File: src/design/fit_policy_block_allocator_assert.svh
// Assertion macros shared by the allocator RTL.
`ifndef FIT_POLICY_BLOCK_ALLOCATOR_ASSERT_SVH
`define FIT_POLICY_BLOCK_ALLOCATOR_ASSERT_SVH

`ifndef SYNTHESIS

// Check a property on every clock edge outside reset.
`define FPBA_ASSERT(label, prop) \
    label: assert property (@(posedge clk) disable iff (!rst_n) (prop)) \
        else $error("allocator assertion failed");

// Check that a condition holds in the cycle after a trigger.
`define FPBA_ASSERT_NEXT(label, ante, cons) \
    label: assert property (@(posedge clk) disable iff (!rst_n) (ante) |=> (cons)) \
        else $error("allocator assertion failed");

`else

`define FPBA_ASSERT(label, prop)
`define FPBA_ASSERT_NEXT(label, ante, cons)

`endif

`endif

File: src/design/fpba_pkg.sv
// Shared constants, codes and types of the fit-policy block allocator.
`timescale 1ns / 1ps

package fpba_pkg;

    // Table geometry
    localparam int MAX_BLOCKS = 16;
    localparam int SIZE_BITS  = 16;
    localparam int AMT_W      = 16;
    localparam int IDX_W      = $clog2(MAX_BLOCKS);
    localparam int CNT_W      = $clog2(MAX_BLOCKS + 1);
    localparam int TOTAL_W    = SIZE_BITS + IDX_W;
    localparam int CMP_W      = (SIZE_BITS > AMT_W) ? SIZE_BITS : AMT_W;

    // Fit policies; code three falls back to first fit
    localparam logic [1:0] POL_FIRST = 2'd0;
    localparam logic [1:0] POL_BEST  = 2'd1;
    localparam logic [1:0] POL_WORST = 2'd2;

    typedef enum logic [1:0] {
        OP_APPEND = 2'd0,
        OP_ALLOC  = 2'd1,
        OP_CLEAR  = 2'd2
    } opcode_e;

    typedef enum logic [2:0] {
        ST_ALLOC   = 3'd0,
        ST_NOFIT   = 3'd1,
        ST_LOADED  = 3'd2,
        ST_FULL    = 3'd3,
        ST_CLEARED = 3'd4
    } status_e;

    // Broadcast control from the sequencer to every cell
    typedef struct packed {
        logic [AMT_W-1:0]     amount;
        logic [1:0]           policy;
        logic [CNT_W-1:0]     count;
        logic                 wr_en;
        logic [IDX_W-1:0]     wr_idx;
        logic [SIZE_BITS-1:0] wr_data;
    } cell_ctl_t;

    // Candidate block handed from cell to cell
    typedef struct packed {
        logic                 found;
        logic [IDX_W-1:0]     idx;
        logic [SIZE_BITS-1:0] val;
    } cand_t;

endpackage

File: src/design/fit_policy_block_allocator.sv
// Top level: sequencer, cell chain, running summaries and output register.
// Append, clear and unknown opcodes go straight to the result; allocate first
// scans, as the candidate walks MAX_BLOCKS cells one cell per cycle.
// One transaction is in flight at a time, the next taken once the last finishes;
// a new one is taken while a result waits, and a stalled result holds the next.
// Reset clears block count, summaries, policy and control; entries are not cleared.
`timescale 1ns / 1ps

`include "fit_policy_block_allocator_assert.svh"

module fit_policy_block_allocator (
    input  logic                           clk,
    input  logic                           rst_n,
    input  logic                           cfg_valid,
    output logic                           cfg_ready,
    input  logic [1:0]                     cfg_data,
    input  logic                           in_valid,
    output logic                           in_ready,
    input  logic [1:0]                     opcode,
    input  logic [fpba_pkg::AMT_W-1:0]     amount,
    output logic                           out_valid,
    input  logic                           out_ready,
    output logic [2:0]                     status,
    output logic [fpba_pkg::IDX_W-1:0]     block_index,
    output logic [fpba_pkg::AMT_W-1:0]     block_left,
    output logic [fpba_pkg::CNT_W-1:0]     empty_blocks,
    output logic [fpba_pkg::TOTAL_W-1:0]   free_total
);
    import fpba_pkg::*;

    typedef enum logic [2:0] {
        S_IDLE = 3'b001,
        S_SCAN = 3'b010,
        S_DONE = 3'b100
    } state_t;

    state_t               state_reg, state_next;
    logic [1:0]           policy_reg;
    logic [CNT_W-1:0]     count_reg, count_next;
    logic [1:0]           op_reg;
    logic [AMT_W-1:0]     amt_reg;
    logic [IDX_W-1:0]     scan_cnt_reg, scan_cnt_next;
    logic [TOTAL_W-1:0]   total_reg, total_next;
    logic [CNT_W-1:0]     empty_reg, empty_next;

    logic                 out_valid_reg;
    status_e              status_reg, res_status;
    logic [IDX_W-1:0]     index_reg, res_idx;
    logic [AMT_W-1:0]     left_reg, res_left;
    logic [CNT_W-1:0]     out_empty_reg;
    logic [TOTAL_W-1:0]   out_total_reg;

    logic                 accept;
    logic                 finish;
    logic [SIZE_BITS-1:0] amt_store;
    logic [SIZE_BITS-1:0] new_val;
    logic                 hit;
    logic                 res_is_alloc;
    cell_ctl_t            ctl;
    cand_t                cand_w [MAX_BLOCKS+1];
    cand_t                cand_end;

    assign cfg_ready = 1'b1;
    assign in_ready  = (state_reg == S_IDLE);
    assign accept    = in_valid && in_ready;
    assign finish    = (state_reg == S_DONE) && (!out_valid_reg || out_ready);

    // Chain of cells; the head sees no candidate
    assign cand_w[0] = '0;

    genvar g;
    generate
        for (g = 0; g < MAX_BLOCKS; g++)
        begin : g_cell
            fpba_cell u_cell (
                .clk        (clk),
                .cell_index (IDX_W'(g)),
                .ctl        (ctl),
                .cand_in    (cand_w[g]),
                .cand_out   (cand_w[g+1])
            );
        end
    endgenerate

    assign cand_end = cand_w[MAX_BLOCKS];

    // Judge the candidate at the tail of the chain
    assign amt_store = SIZE_BITS'(amt_reg);
    assign hit       = cand_end.found && (CMP_W'(cand_end.val) >= CMP_W'(amt_reg));
    assign new_val   = SIZE_BITS'(CMP_W'(cand_end.val) - CMP_W'(amt_reg));

    // Work out the result and the table update of the current transaction
    always_comb
    begin
        ctl.amount  = amt_reg;
        ctl.policy  = policy_reg;
        ctl.count   = count_reg;
        ctl.wr_en   = 1'b0;
        ctl.wr_idx  = '0;
        ctl.wr_data = '0;
        res_status  = ST_NOFIT;
        res_idx     = '0;
        res_left    = '0;
        count_next  = count_reg;
        total_next  = total_reg;
        empty_next  = empty_reg;
        case (op_reg)
            OP_APPEND:
            begin
                if (count_reg < CNT_W'(MAX_BLOCKS))
                begin
                    ctl.wr_en   = finish;
                    ctl.wr_idx  = count_reg[IDX_W-1:0];
                    ctl.wr_data = amt_store;
                    res_status  = ST_LOADED;
                    res_idx     = count_reg[IDX_W-1:0];
                    res_left    = AMT_W'(amt_store);
                    count_next  = count_reg + CNT_W'(1);
                    total_next  = total_reg + TOTAL_W'(amt_store);
                    empty_next  = empty_reg + CNT_W'(amt_store == '0);
                end
                else
                begin
                    res_status = ST_FULL;
                end
            end
            OP_ALLOC:
            begin
                if (hit)
                begin
                    ctl.wr_en   = finish;
                    ctl.wr_idx  = cand_end.idx;
                    ctl.wr_data = new_val;
                    res_status  = ST_ALLOC;
                    res_idx     = cand_end.idx;
                    res_left    = AMT_W'(new_val);
                    total_next  = total_reg - TOTAL_W'(amt_reg);
                    empty_next  = empty_reg
                                + CNT_W'((cand_end.val != '0) && (new_val == '0));
                end
            end
            OP_CLEAR:
            begin
                res_status = ST_CLEARED;
                count_next = '0;
                total_next = '0;
                empty_next = '0;
            end
            default:
            begin
                res_status = ST_NOFIT;
            end
        endcase
    end

    // Sequence accept, chain walk and result hand-off
    always_comb
    begin
        state_next    = state_reg;
        scan_cnt_next = scan_cnt_reg;
        case (state_reg)
            S_IDLE:
            begin
                if (accept)
                begin
                    scan_cnt_next = '0;
                    state_next    = (opcode == OP_ALLOC) ? S_SCAN : S_DONE;
                end
            end
            S_SCAN:
            begin
                if (scan_cnt_reg == IDX_W'(MAX_BLOCKS - 1))
                begin
                    state_next = S_DONE;
                end
                else
                begin
                    scan_cnt_next = scan_cnt_reg + IDX_W'(1);
                end
            end
            S_DONE:
            begin
                if (finish)
                begin
                    state_next = S_IDLE;
                end
            end
            default:
            begin
                state_next = S_IDLE;
            end
        endcase
    end

    // Control state
    always_ff @(posedge clk or negedge rst_n)
    begin
        if (!rst_n)
        begin
            state_reg     <= S_IDLE;
            policy_reg    <= POL_FIRST;
            count_reg     <= '0;
            total_reg     <= '0;
            empty_reg     <= '0;
            scan_cnt_reg  <= '0;
            out_valid_reg <= 1'b0;
        end
        else
        begin
            state_reg    <= state_next;
            scan_cnt_reg <= scan_cnt_next;
            if (cfg_valid && cfg_ready)
            begin
                policy_reg <= cfg_data;
            end
            if (finish)
            begin
                count_reg     <= count_next;
                total_reg     <= total_next;
                empty_reg     <= empty_next;
                out_valid_reg <= 1'b1;
            end
            else if (out_ready)
            begin
                out_valid_reg <= 1'b0;
            end
        end
    end

    // Transaction and result payload
    always_ff @(posedge clk)
    begin
        if (accept)
        begin
            op_reg  <= opcode;
            amt_reg <= amount;
        end
        if (finish)
        begin
            status_reg    <= res_status;
            index_reg     <= res_idx;
            left_reg      <= res_left;
            out_empty_reg <= empty_next;
            out_total_reg <= total_next;
        end
    end

    assign out_valid    = out_valid_reg;
    assign status       = status_reg;
    assign block_index  = index_reg;
    assign block_left   = left_reg;
    assign empty_blocks = out_empty_reg;
    assign free_total   = out_total_reg;

    // Flag a waiting allocation result
    assign res_is_alloc = out_valid_reg && (status_reg == ST_ALLOC);

    `FPBA_ASSERT(a_count_bound, count_reg <= CNT_W'(MAX_BLOCKS))
    `FPBA_ASSERT(a_empty_le_count, empty_reg <= count_reg)
    `FPBA_ASSERT_NEXT(a_alloc_scans, accept && (opcode == OP_ALLOC), state_reg == S_SCAN)
    `FPBA_ASSERT(a_alloc_index_loaded, !res_is_alloc || (CNT_W'(index_reg) < count_reg))

endmodule

File: src/design/fpba_cell.sv
// One table cell: holds a block size and refines the passing candidate.
`timescale 1ns / 1ps

module fpba_cell (
    input  logic                         clk,
    input  logic [fpba_pkg::IDX_W-1:0]   cell_index,
    input  fpba_pkg::cell_ctl_t          ctl,
    input  fpba_pkg::cand_t              cand_in,
    output fpba_pkg::cand_t              cand_out
);
    import fpba_pkg::*;

    logic [SIZE_BITS-1:0] value_reg;
    logic [SIZE_BITS-1:0] value_next;
    cand_t                cand_reg;
    cand_t                cand_next;
    logic                 loaded;
    logic                 fits;
    logic                 take;

    // Decide whether this block replaces the incoming candidate
    always_comb
    begin
        loaded = CNT_W'(cell_index) < ctl.count;
        fits   = CMP_W'(value_reg) >= CMP_W'(ctl.amount);
        case (ctl.policy)
            POL_WORST: take = !cand_in.found || (value_reg > cand_in.val);
            POL_BEST:  take = fits && (!cand_in.found || (value_reg < cand_in.val));
            default:   take = fits && !cand_in.found;
        endcase
        cand_next = cand_in;
        if (take && loaded)
        begin
            cand_next.found = 1'b1;
            cand_next.idx   = cell_index;
            cand_next.val   = value_reg;
        end
    end

    // Load the block size when the sequencer writes this entry
    always_comb
    begin
        value_next = value_reg;
        if (ctl.wr_en && (ctl.wr_idx == cell_index))
        begin
            value_next = ctl.wr_data;
        end
    end

    // Hold the entry and hand the candidate to the next cell
    always_ff @(posedge clk)
    begin
        value_reg <= value_next;
        cand_reg  <= cand_next;
    end

    assign cand_out = cand_reg;

endmodule
File: config.mk
export PLATFORM = sky130hd
export DESIGN_NAME = fit_policy_block_allocator
export DESIGN_NICKNAME = d
export VERILOG_FILES = /design/src/design/fpba_pkg.sv /design/src/design/fit_policy_block_allocator.sv /design/src/design/fpba_cell.sv
export VERILOG_INCLUDE_DIRS = /design/src /design/src/design
export SDC_FILE = /design/constraint.sdc
export NUM_CORES = 1
export LEC_CHECK = 0
export ABC_AREA = 1
export BUFFER_PORTS_ARGS = -buffer_cell sky130_fd_sc_hd__clkbuf_2
export CAP_MARGIN = 10
export CORE_MARGIN = 8
export CORE_UTILIZATION = 30
export CTS_BUF_LIST = sky130_fd_sc_hd__clkbuf_2 sky130_fd_sc_hd__clkbuf_4 sky130_fd_sc_hd__clkbuf_8
export DETAILED_ROUTE_END_ITERATION = 16
export GPL_ROUTABILITY_DRIVEN = 0
export PLACE_DENSITY = 0.41
export SETUP_SLACK_MARGIN = 0.3
export SLEW_MARGIN = 20
export SYNTH_ARGS = -nofsm -noshare
export SYNTH_HDL_FRONTEND = slang
export SYNTH_SLANG_ARGS = --single-unit
File: constraint.sdc
create_clock -name clk -period 4.73 [get_ports clk]
set_input_delay 0.946 -clock clk [delete_from_list [all_inputs] [get_ports clk]]
set_output_delay 0.946 -clock clk [all_outputs]
set_load 0.01 [all_outputs]
==> results of run 1 <==
## metrics by stage
stage	area (sq um)	cells
after floorplan	38300	4471
after CTS	44100	6450
after detailed placement	41200	6202
after global placement	41200	6202
after global routing	44200	6455
final	44200	6456
## placed cells by master, fill, tap and decap left out, types with 39 or more instances in the layout
| cell | netlist | final |
|---|---|---|
| a21oi_1 | 319 | 319 |
| buf_4 | 3 | 74 |
| clkbuf_2 | 1 | 74 |
| clkbuf_8 | 0 | 169 |
| dfrtp_1 | 39 | 39 |
| dfxtp_1 | 321 | 321 |
| edfxtp_1 | 322 | 322 |
| ha_1 | 551 | 551 |
| inv_1 | 575 | 572 |
| nand2_1 | 1194 | 1194 |
| nand3_1 | 398 | 398 |
| nand4_1 | 56 | 56 |
| nor2_1 | 192 | 189 |
| nor3_1 | 65 | 65 |
| o21ai_0 | 154 | 150 |
## cell families after synthesis
family / synth area share, %
compound gates: 8.53
simple gates: 21.5
fa+ha+maj: 18.1
other cells: 0.00978
buf+inv: 6.87
flops: 44.6
xor+xnor: 0.365
## worst paths after layout
check	slack, ns	depth (start not counted)	end	from
min	0.30	1	amt_reg[5]	amount[5]
max	1.05	13	g_cell[10].u_cell.value_reg[13]	amt_reg[1]
min reg2reg	0.41	2	g_cell[6].u_cell.cand_out[17]	g_cell[5].u_cell.cand_out[17]
min in group asynchronous	0.59	2	empty_reg[2]	rst_n
max reg2reg	1.05	13	g_cell[10].u_cell.value_reg[13]	amt_reg[1]
max in group asynchronous	3.24	3	state_reg[0]	rst_n
## synthesized netlist by cell type (all sizes together), types with 5 or more instances
cell type     n
edfxtp      322
a21oi       329
dfrtp        39
xnor2         5
clkbuf       24
nand2      1209
nor3         66
buf          61
xor2         11
nand3b       15
o21a         10
a21boi        8
nor2        198
nand3       403
o21bai        5
ha          551
o22ai        20
a31oi         6
dfxtp       321
o21ai       178
nand4        56
inv         588
o211ai       21
## report_power, final
part / internal (W) / total, W / switching, W
clock network: 0.00373 / 0.00644 / 0.00271
registers: 0.00813 / 0.00938 / 0.00125
logic: 0.00354 / 0.0115 / 0.00791
total: 0.0154 / 0.0273 / 0.0119
## cell type report
class	count	area (sq um)	area share [%]
Clock buffer	204	2590	5.86
Clock inverter	43	347	0.785
Tap cell	1662	2080	4.71
Sequential cell	683	17100	38.7
Multi-Input combinational cell	3113	18800	42.5
Antenna cell	6	15.0	0.0340
Timing Repair Buffer	155	1060	2.39
Inverter	590	2220	5.02
## metal layers
metal | vias up | track usage, % | routed length [um]
met5 | - | 0 | 26
met4 | 4 | 5.34 | 3140
met3 | 181 | 3.40 | 5630
met2 | 585 | 30.0 | 59600
met1 | 14400 | 25.6 | 64600
li1 | 15500 | - | -
## timing repair
| item | CTS | global route |
|---|---|---|
| hold buffers | 1 | 0 |
| endpoints found under the hold margin | 11 | 0 |
| resized for setup | 0 | 0 |
==> impl_metrics.py, run 1 <==
metrics = {
    "sta": {
        "fmax_mhz": 271,
        "clock_skew_ns": 0.0454,
        "max_slew.worst_pin.slew_ns": 1.15,
        "rsz0062_at_grt": "false",
        "whs_ns": 0.296,
        "fin_setup_tns_ns": 0,
        "setup_viol": 0,
        "final-max-slew-violation-count": 0,
        "hold_violations": 0,
        "worst_slack_ns": 1.05,
        "slew_headroom_pct": 22.9,
        "final.period_utilization_pct": 77.9,
        "period_needed_ns": 3.68,
    },
    "detailed_routing": {
        "drt_wl_total_um": 133000,
        "vias_per_cell": 4.74,
        "wl_per_cell_um": 20.6,
        "vias": 30600,
        "first_pass_iters": 5,
        "drt_iter0_markers": 1673,
        "ant_nets": 0,
        "drc_errors": 0,
    },
    "setup_path": {
        "path_buf_inv": 2,
        "cp.required_ns": 5.22,
        "slowest_delay_ns": 0.53,
        "path_cells": "fa_1 -> inv_1 -> nand3_1 -> nand2_2 -> nand2_2 -> nand2_2 -> o21ai_2 -> nand2_4 -> nand3_4 -> o22ai_2 -> nand2_1 -> nor2_1 -> buf_4",
        "cp_slowest_cell": "edfxtp_1",
        "crit_fanout": 16,
        "path_common_cell": "nand2_2",
        "crit_type": "reg -> reg",
        "cp.arrival_ns": 4.18,
        "crit_family": "simple AND/OR/NAND/NOR gates",
        "end_kind": "flop",
        "worst_setup_path_start_kind": "flop",
    },
    "cts": {
        "cts_setup_buffers": 0,
        "cts.sink_count": 683,
        "cts_buffer_depth": 3,
        "cts_made_buffers": 134,
        "root_buffer": "clkbuf_8",
        "clkLatencyLatePin_ns": 0.85,
        "cts.htree.levels": 4,
        "clk_pin_slew_worst_paths_ns": 0.07,
        "cts_tree": "done",
    },
    "power": {
        "irDropWorstVdd_uv": 327,
        "power_w": 0.0273,
        "p_leak_nw": 21.0,
        "pwr_density_cell_nw_per_um2": 618,
    },
    "yosys": {
        "ys_seq_area_share_pct": 44.6,
        "synth_edf_count": 322,
        "async_flop_share_pct": 5.86,
        "synth_area_leaders": "edfxtp_1 25%, ha_1 18%, dfxtp_1 17%, nand2_1 12%, inv_1 5.6%",
        "synth_area_sq_um": 38300,
        "yosysTopAreaCell": "edfxtp_1",
        "synth.ff_latch_count": 683,
        "avgSynthCellArea_sq_um": 8.58,
        "synth_nets": 5050,
        "synthCells": 4471,
        "ys.flop_type": "edfxtp_1",
        "synth.distinct_cells": 63,
        "yosysWarnings": 0,
        "synth.top_cell.area_share_pct": 25.2,
    },
    "global_routing": {
        "antenna_found_initial": 9,
        "first_global_vias": 30800,
        "grt_pass1_wl_um": 198000,
        "overflow": 0,
        "grt_max_degree": 54,
        "grt_use_total_pct": 18.6,
    },
    "floorplan": {
        "die-area_sq_um": 140000,
        "dieHeight_um": 374,
        "start_util_pct": 30.2,
        "rows": 131,
        "die_x_um": 374,
        "io_pins": 76,
        "core-area_sq_um": 127000,
    },
    "placement": {
        "pre_cts_ws_ns": 1.08,
        "hpwl_um": 95000,
        "numPortBuffers": 74,
    },
    "layout": {
        "drive_above_1_share_pct": 10.1,
        "areaGrowthSynthToFinish_pct": 15.2,
        "nets": 5256,
        "post-route-util_pct": 34.7,
        "fill_cells": 13200,
        "largest_reg_flops": 321,
    },
    "min_path": {
        "hold_path.class": "in -> reg",
    },
    "run_status": {
        "status": "finished, final reports clean",
    },
    "job": {
        "max_cap_viol_count": 0,
    },
}
Note: power is estimated with default switching activity, not from simulation.
==> run 2: changes to the inputs <==
- ABC_AREA: 1 -> 0
- PLACE_DENSITY: 0.41 -> 0.43
- clock period: 4.73 -> 3.3 ns (I/O delays scaled with it)
==> impl_metrics.py, run 2 <==
metrics = {
    "run_status": {
        "status": "complete, but fails checks",
        "violations": "setup timing",
    },
    "placement": {
        "postPlaceCellArea_sq_um": 42000,
        "hpwl_um": 87500,
        "pre_cts_ws_ns": -0.895,
        "dp_cells": 5200,
        "numPortBuffers": 74,
    },
    "job": {
        "max_cap_viol_count": 0,
    },
    "sta": {
        "worst_slack_ns": -0.640,
        "max_slew.worst_pin.slew_ns": 0.775,
        "hold_violations": 0,
        "final.period_utilization_pct": 119,
        "period_needed_ns": 3.94,
        "final-max-slew-violation-count": 0,
        "slew_headroom_pct": 48.4,
        "clock_skew_ns": 0.0431,
        "rsz0062_at_grt": "true",
        "setup_viol": 143,
        "fmax_mhz": 254,
    },
    "setup_path": {
        "crit_fanout": 4,
        "cp.required_ns": 3.96,
        "reg2reg_from": "amt_reg[7]",
        "crit_type": "reg -> reg",
        "cp.arrival_ns": 4.60,
        "r2r-end": "empty_blocks[4]",
        "r2r_cells": 16,
        "end_kind": "flop",
        "critPathCapture": "empty_blocks[4]",
        "worst_setup_path_start_kind": "flop",
        "crit_start": "amt_reg[7]",
        "rrSetupSlack_ns": -0.64,
    },
    "global_routing": {
        "grt_max_degree": 74,
        "antenna_found_initial": 12,
        "overflow": 0,
        "first_global_vias": 27500,
        "grt_pass1_wl_um": 180000,
        "grt_use_total_pct": 17.7,
    },
    "floorplan": {
        "start_util_pct": 30.3,
        "io_pins": 76,
        "rows": 128,
        "core-area_sq_um": 122000,
        "die_x_um": 367,
        "die-area_sq_um": 135000,
        "dieHeight_um": 367,
    },
    "layout": {
        "fill_cells": 12100,
        "areaGrowthSynthToFinish_pct": 23.5,
        "nets": 4316,
        "stdcell_count": 5477,
        "final_cell_mix": "540 x ha_1, 322 x edfxtp_1, 321 x dfxtp_1",
        "drive_above_1_share_pct": 26.7,
        "layout_commonest_cell": "ha_1",
        "largest_reg_flops": 321,
        "design_area_sq_um": 45600,
    },
    "yosys": {
        "synth_edf_count": 322,
        "synth.top_cell.area_share_pct": 26.2,
        "synth-adder-area-share_pct": 18.8,
        "synth_top_family_by_area": "adder cells",
        "synth-simple-area-share_pct": 9.78,
        "async_flop_share_pct": 5.86,
        "ys_seq_area_share_pct": 46.3,
        "yosysTopAreaCell": "edfxtp_1",
        "synth_common_cells": "551 x ha_1, 322 x edfxtp_1, 321 x dfxtp_1",
        "synthXorXnorAreaFrac_pct": 0.688,
        "yosysWarnings": 0,
        "synth.distinct_cells": 93,
        "synthCells": 3288,
        "synth_mux_area_share_pct": 8.46,
        "synth_area_leaders": "edfxtp_1 26%, ha_1 19%, dfxtp_1 17%, mux2_2 7.8%, inv_1 3.1%",
        "ys.flop_type": "edfxtp_1",
        "synth_compound_area_share_pct": 11.8,
        "avgSynthCellArea_sq_um": 11.2,
        "synth.ff_latch_count": 683,
        "synth_nets": 3867,
        "yosysMostFrequentCell": "ha_1",
        "synth_area_sq_um": 36900,
    },
    "min_path": {
        "hold_start": "amount[0]",
        "hold_path.class": "in -> reg",
    },
    "power": {
        "power_w": 0.0390,
        "irDropWorstVdd_uv": 373,
        "p_leak_nw": 19.5,
        "pwr_density_cell_nw_per_um2": 856,
    },
    "cts": {
        "cts.htree.levels": 4,
        "cts_tree": "done",
        "root_buffer": "clkbuf_8",
        "cts_made_buffers": 132,
        "clk_pin_slew_worst_paths_ns": 0.06,
        "cts_buffer_depth": 3,
        "cts.sink_count": 683,
        "clkLatencyLatePin_ns": 0.80,
    },
    "detailed_routing": {
        "drc_errors": 0,
        "vias": 26500,
        "drt_iter0_markers": 1511,
        "ant_nets": 0,
        "first_pass_iters": 5,
        "wl_per_cell_um": 22.2,
        "vias_per_cell": 4.85,
        "drt_wl_total_um": 122000,
    },
}
-- run 2: worst max-delay path: stages (launching register included) --
cell      delay [ns]
edfxtp_1        0.42
inv_2           0.10
ha_4            0.21
a21oi_2         0.18
o21ai_2         0.10
a222oi_1        0.42
nand2b_1        0.12
xor2_1          0.17
or4_4           0.54
nor4_4          0.16
and4b_2         0.33
ha_4            0.17
ha_4            0.13
nand2_4         0.05
or4_4           0.43
a21oi_4         0.17
a21o_1          0.09
-- run 2: metal layers --
layer | vias to the layer above | track usage (%) | part of all wire, %
li1 | 13100 | - | -
met1 | 12700 | 23.6 | 46
met2 | 542 | 29.4 | 47
met3 | 179 | 2.76 | 4.4
met4 | 0 | 5.71 | 2.7
met5 | - | 0 | 0
-- run 2: power breakdown --
part           total [W]  switching, W  internal (W)
logic             0.0171       0.00913       0.00797
registers         0.0131       0.00154        0.0116
clock network    0.00884       0.00383       0.00502
total             0.0390        0.0145        0.0246
-- run 2: worst min-delay path by stage --
stage	cells past startpoint	endpoint	slack, ns
global placement	1	g_cell[9].u_cell.cand_out[16]	0.40
finish	1	amt_reg[0]	0.09
CTS	1	amt_reg[9]	0.002
global route	1	amt_reg[0]	0.02
floorplan	0	count_reg[0]	0.36
detailed placement	1	g_cell[9].u_cell.cand_out[19]	0.40
-- run 2: metrics by stage --
stage                     hold WS [ns]  setup TNS, ns  utilization [%]
after floorplan                  0.364        -111.46                -
after global placement           0.404         -52.23             34.4
after detailed placement         0.398         -63.82             34.4
after CTS                      0.00220         -18.54             37.3
after global routing            0.0212         -55.98             37.4
final                           0.0858         -16.63             37.4
-- run 2: final cells by class --
type	count	area (sq um)	share of cell area, %
Antenna cell	3	7.51	0.0165
Clock buffer	202	2500	5.49
Clock inverter	44	287	0.628
Inverter	302	1150	2.51
Multi-Input combinational cell	2223	19000	41.6
Sequential cell	683	17100	37.5
Tap cell	1625	2030	4.46
Timing Repair Buffer	395	3570	7.83
-- run 2: cells by family after synthesis --
kind of cell,Yosys count
other,1
XOR/XNOR,29
adder cells (fa/ha/maj),554
buffers and inverters,383
AO/OA/AOI/OAI,669
multiplexers,280
AND/OR/NAND/NOR,689
flip-flops,683
-- run 2: repair_timing --
item / in CTS / in global routing
pin swaps: 20 / 10
endpoints found under the setup margin: 825 / 865
hold buffers: 13 / 0
gates resized for setup: 82 / 27
gates cloned: 3 / 0
setup buffers: 11 / 1
endpoints found under the hold margin: 51 / 0
